### src/hdl/talc_pkg.sv
// Shared constants, register codes and controller/datapath handshake types.
`default_nettype none
package talc_pkg;

    localparam int MAX_TILE_DEF       = 32;
    localparam int MAX_COLUMNS_DEF    = 1024;
    localparam int HUD_BASE_LINES_DEF = 224;

    localparam int LINE_LIMIT  = 1024;
    localparam int VISIBLE_MIN = 6375;
    localparam int HEIGHT_BASE = 205;
    localparam int HEIGHT_DIV  = 25500000;

    localparam int CFG_IDX_W  = 3;
    localparam int CFG_DATA_W = 11;
    localparam int IN_DATA_W  = 24;
    localparam int OUT_DATA_W = 80;

    localparam logic [CFG_IDX_W-1:0] REG_FRAME_WIDTH   = 3'd0;
    localparam logic [CFG_IDX_W-1:0] REG_FRAME_HEIGHT  = 3'd1;
    localparam logic [CFG_IDX_W-1:0] REG_TILE_SIZE     = 3'd2;
    localparam logic [CFG_IDX_W-1:0] REG_HUD_UNITS     = 3'd3;
    localparam logic [CFG_IDX_W-1:0] REG_HUD_VOXELIZED = 3'd4;
    localparam logic [CFG_IDX_W-1:0] REG_HEIGHT_GAIN   = 3'd5;

    typedef struct packed {
        logic clear;
        logic accept;
        logic update;
        logic div_step;
        logic luma;
        logic hgt_step;
        logic load_out;
    } cmd_t;

    typedef struct packed {
        logic restart;
        logic clear_done;
        logic close;
        logic div_done;
        logic hgt_done;
        logic out_busy;
    } sts_t;

endpackage
`default_nettype wire

### src/hdl/talc_ctrl.sv
// Sequencing state machine: clear pass, accumulate, divide, luma, height, output.
`default_nettype none
module talc_ctrl (
    input  wire                 clk,
    input  wire                 rst_n,
    input  wire                 in_valid,
    output logic                in_ready,
    input  talc_pkg::sts_t      sts,
    output talc_pkg::cmd_t      cmd
);

    localparam logic [2:0] S_CLEAR = 3'd0;
    localparam logic [2:0] S_IDLE  = 3'd1;
    localparam logic [2:0] S_ACC   = 3'd2;
    localparam logic [2:0] S_DIV   = 3'd3;
    localparam logic [2:0] S_LUMA  = 3'd4;
    localparam logic [2:0] S_HGT   = 3'd5;
    localparam logic [2:0] S_OUT   = 3'd6;

    logic [2:0] state_reg;
    logic [2:0] state_next;

    always_ff @(posedge clk or negedge rst_n)
    begin
        if (!rst_n)
        begin
            state_reg <= S_CLEAR;
        end
        else
        begin
            state_reg <= state_next;
        end
    end

    always_comb
    begin
        cmd        = '0;
        in_ready   = 1'b0;
        state_next = state_reg;
        unique case (state_reg)
            S_CLEAR:
            begin
                cmd.clear = 1'b1;
                if (sts.clear_done)
                    state_next = S_IDLE;
            end
            S_IDLE:
            begin
                in_ready   = 1'b1;
                cmd.accept = in_valid;
                if (in_valid)
                    state_next = S_ACC;
            end
            S_ACC:
            begin
                cmd.update = 1'b1;
                state_next = sts.close ? S_DIV : S_IDLE;
            end
            S_DIV:
            begin
                cmd.div_step = 1'b1;
                if (sts.div_done)
                    state_next = S_LUMA;
            end
            S_LUMA:
            begin
                cmd.luma   = 1'b1;
                state_next = S_HGT;
            end
            S_HGT:
            begin
                cmd.hgt_step = 1'b1;
                if (sts.hgt_done)
                    state_next = S_OUT;
            end
            S_OUT:
            begin
                // hold until the output register is free
                if (!sts.out_busy)
                begin
                    cmd.load_out = 1'b1;
                    state_next   = S_IDLE;
                end
            end
            default:
            begin
                state_next = S_CLEAR;
            end
        endcase
        if (sts.restart)
            state_next = S_CLEAR;
    end

endmodule
`default_nettype wire

### config.mk
export PLATFORM = sky130hd
export DESIGN_NAME = talc_ctrl
export DESIGN_NICKNAME = d
export VERILOG_FILES = /design/src/hdl/talc_pkg.sv /design/src/hdl/talc_ctrl.sv
export SDC_FILE = /design/constraint.sdc
export NUM_CORES = 1
export LEC_CHECK = 0
export ABC_AREA = 1
export BUFFER_PORTS_ARGS = -buffer_cell sky130_fd_sc_hd__buf_2
export CAP_MARGIN = 20
export CORE_AREA = 2 2 39 41
export DETAILED_ROUTE_END_ITERATION = 8
export DIE_AREA = 0 0 41 43
export REMOVE_ABC_BUFFERS = 1
export SLEW_MARGIN = 20
export SYNTH_ARGS = -nofsm -noshare
export SYNTH_HDL_FRONTEND = slang
export SYNTH_SLANG_ARGS = --single-unit
### constraint.sdc
create_clock -name clk -period 3 [get_ports clk]
set_clock_uncertainty 0.1 [all_clocks]
set_input_delay 0.3 -clock clk [delete_from_list [all_inputs] [get_ports clk]]
set_output_delay 0.3 -clock clk [all_outputs]
set_load 0.01 [all_outputs]
==> results.toml <==
[cells_and_area]
largest_register_ff_count = 3
antenna_cells = 0
multi_input_area_um2 = 204
drive_gt1_share_pct = 44.1
final.fill_count = 168
fin_util_pct = 31.6
syn_to_final_growth_pct = 33.1
regArea_um2 = 75.1
nNetsFinal = 78
finalInstanceArea_um2 = 438

[timing]
max_freq_mhz = 577
slew_violations = 0
tightest_slew_ps = 375
final_hold_viol_count = 0
fin_crit_ps = 1730
slew_headroom_pct = 75.0
setup_ws_ps = 1270
setup_violations = 0
fin_crit_sh_pct = 57.7
rsz0062_at_grt = "false"
setup_tns_ps = 0

[critical_path]
worst_setup_path_end_kind = "primary output"
worstSetupPathType = "register to primary output"
crit_slowest_cell = "dfrtp_1"
reg2regPathDepth = 6
cp_cell_sequence = "inv_1 > nor4_1 > buf_2"
arrival_ps = 1330
r2r_slack_ps = 1590
critical_path.endpoint = "cmd[0]"
crit_start = "state_reg[2]$_DFFE_PN0P_"
r2r-end = "state_reg[0]$_DFFE_PN0P_"
cpPeakStageDelay_ps = 560
r2r_start = "state_reg[2]$_DFFE_PN0P_"
crit_required_ps = 2600
worstSetupStartpointType = "register"
crit_fanout = 9

[logic_synthesis]
synthesis.area_um2 = 329
netlist_instances = 50
synth_area_leaders = "dfrtp_1, nand2_1, nor2_1"
yosysUniqueCellTypes = 19
avgSynthCellArea_um2 = 6.58
synth.largest_area_cell = "dfrtp_1"
synth_top_area_share_pct = 22.8
synth-seq-area-share_pct = 22.8
synth-seq-cells = 3
synth-warning-count = 0

[worst_hold_path]
worstHoldPathType = "primary input to asynchronous set/reset pin"

[clock_tree]
cts-htree-levels = 1
clk_latency_ps = 240
tritoncts = "built"
cts-buffers-inserted = 3
cts.sinks = 3
clk_pin_slew_ps = 40
cts_root_buffer = "clkbuf_4"
cts_resized = 0
cts_buffer_depth = 2

[detailed_routing]
vias = 368
firstDrtPassIters = 4
wirelength_um = 800
postRouteAntennaNets = 0
routedWlPerCell_um = 9.52
drc = 0
drt_iter0_drc = 1
routed_via_density = 4.38

[placement]
port_buffers = 16
hpwl_um = 633
place_ws_ps = 1520
gp_congestion = 0.807
dpl-instance-area_um2 = 402

[flow_run]
drv_cap = 0

[power]
p_per_area_mw_per_mm2 = 827
fin_total_pwr_mw = 0.362
peakVddDrop_mv = 0.297
leakage_nw = 0.260

[floorplanning]
core_area_mm2 = 0.00138
rows = 14
io_pins = 17
fp.dieH_um = 43
dieArea_mm2 = 0.00176
die_w_um = 41
initial_core_util_pct = 23.8

[status]
status = "complete, no violations"

[global_route]
antenna_found_initial = 0
grt_overflow = 0
grt_max_degree = 10
grt_pass1_vias = 328
grt_pass1_wl_um = 1350
grtUsageTotal_pct = 11.6
critical path: cells and delay by family, from the launching register on:
family                 cells  cell delay [ps]
and+or+nand+nor            1              200
buffers and inverters      2              330
DFF                        1              560
power breakdown:
group / switching (mW) / total, mW / internal, mW
Clock: 0.0233 / 0.0733 / 0.0500
Combinational: 0.110 / 0.191 / 0.0809
Sequential: 0.0409 / 0.0973 / 0.0564
kinds of logic (layout without fill, tap and decap cells):
group | count (synthesis) | count (layout) | synth area share [%]
AO/OA/AOI/OAI | 4 | 4 | 7.60
buffers and inverters | 9 | 27 | 15.2
flip-flops | 3 | 3 | 22.8
AND/OR/NAND/NOR | 34 | 34 | 54.4
Yosys cell counts:
master and n:
o21bai_1 2, buf_6 2, nor4_1 1, buf_2 1, nor2_1 9, inv_2 2, nor3_4 1, nor3_2 1
inv_1 4, nand3_1 3, nand2_2 2, and3_2 1, dfrtp_1 3, a21oi_1 2, nor3_1 1, nand3_2 1
nor2_2 3, and2_0 1, nand2_1 10
stage by stage:
stage	hold slack, ps	instances
finish	281	84
global route	286	84
CTS	275	84
detailed placement	-1.47	79
global placement	-0.961	79
floorplan	-95.6	47
worst min path at each step:
stage	cells after the start	from	end	slack, ps
after floorplan	0	rst_n	state_reg[0]$_DFFE_PN0P_	-100
after detailed placement	1	rst_n	state_reg[2]$_DFFE_PN0P_	-1
after global placement	1	rst_n	state_reg[2]$_DFFE_PN0P_	-1
after CTS	2	rst_n	state_reg[2]$_DFFE_PN0P_	280
after global routing	2	rst_n	state_reg[2]$_DFFE_PN0P_	290
final	2	rst_n	state_reg[1]$_DFFE_PN0P_	280
routing by layer:
layer	GRT usage (%)	share of wire, %	vias to the layer above
li1	-	-	191
met1	14.9	46	167
met2	15.9	48	10
met3	3.14	6.1	0
met4	8.00	0	0
met5	0	0	-
what timing repair did:
| item | in CTS | in global routing |
|---|---|---|
| hold endpoints to repair | 3 | 0 |
| hold buffers | 1 | 0 |
| buffers inserted | 0 | 0 |
| setup endpoints to repair | 0 | 0 |
placed cells by master, fill, tap and decap left out:
master and count:
a21oi_1 2, and2_0 1, and3_2 1, buf_2 16, clkbuf_1 1, clkbuf_4 3, dfrtp_1 3, dlygate4sd3_1 1
inv_1 4, inv_2 2, nand2_1 10, nand2_2 2, nand3_1 3, nand3_2 1, nor2_1 9, nor2_2 3
nor3_1 1, nor3_2 1, nor3_4 1, nor4_1 1, o21bai_1 2
cell type report:
cell class / count / area share, %
clock buffer: 4 / 6.00
inverter: 6 / 5.14
multi-input combinational: 38 / 46.6
sequential: 3 / 17.1
tap: 16 / 4.57
timing repair buffer: 17 / 20.6
No activity file was read; power rests on OpenSTA's default activity.
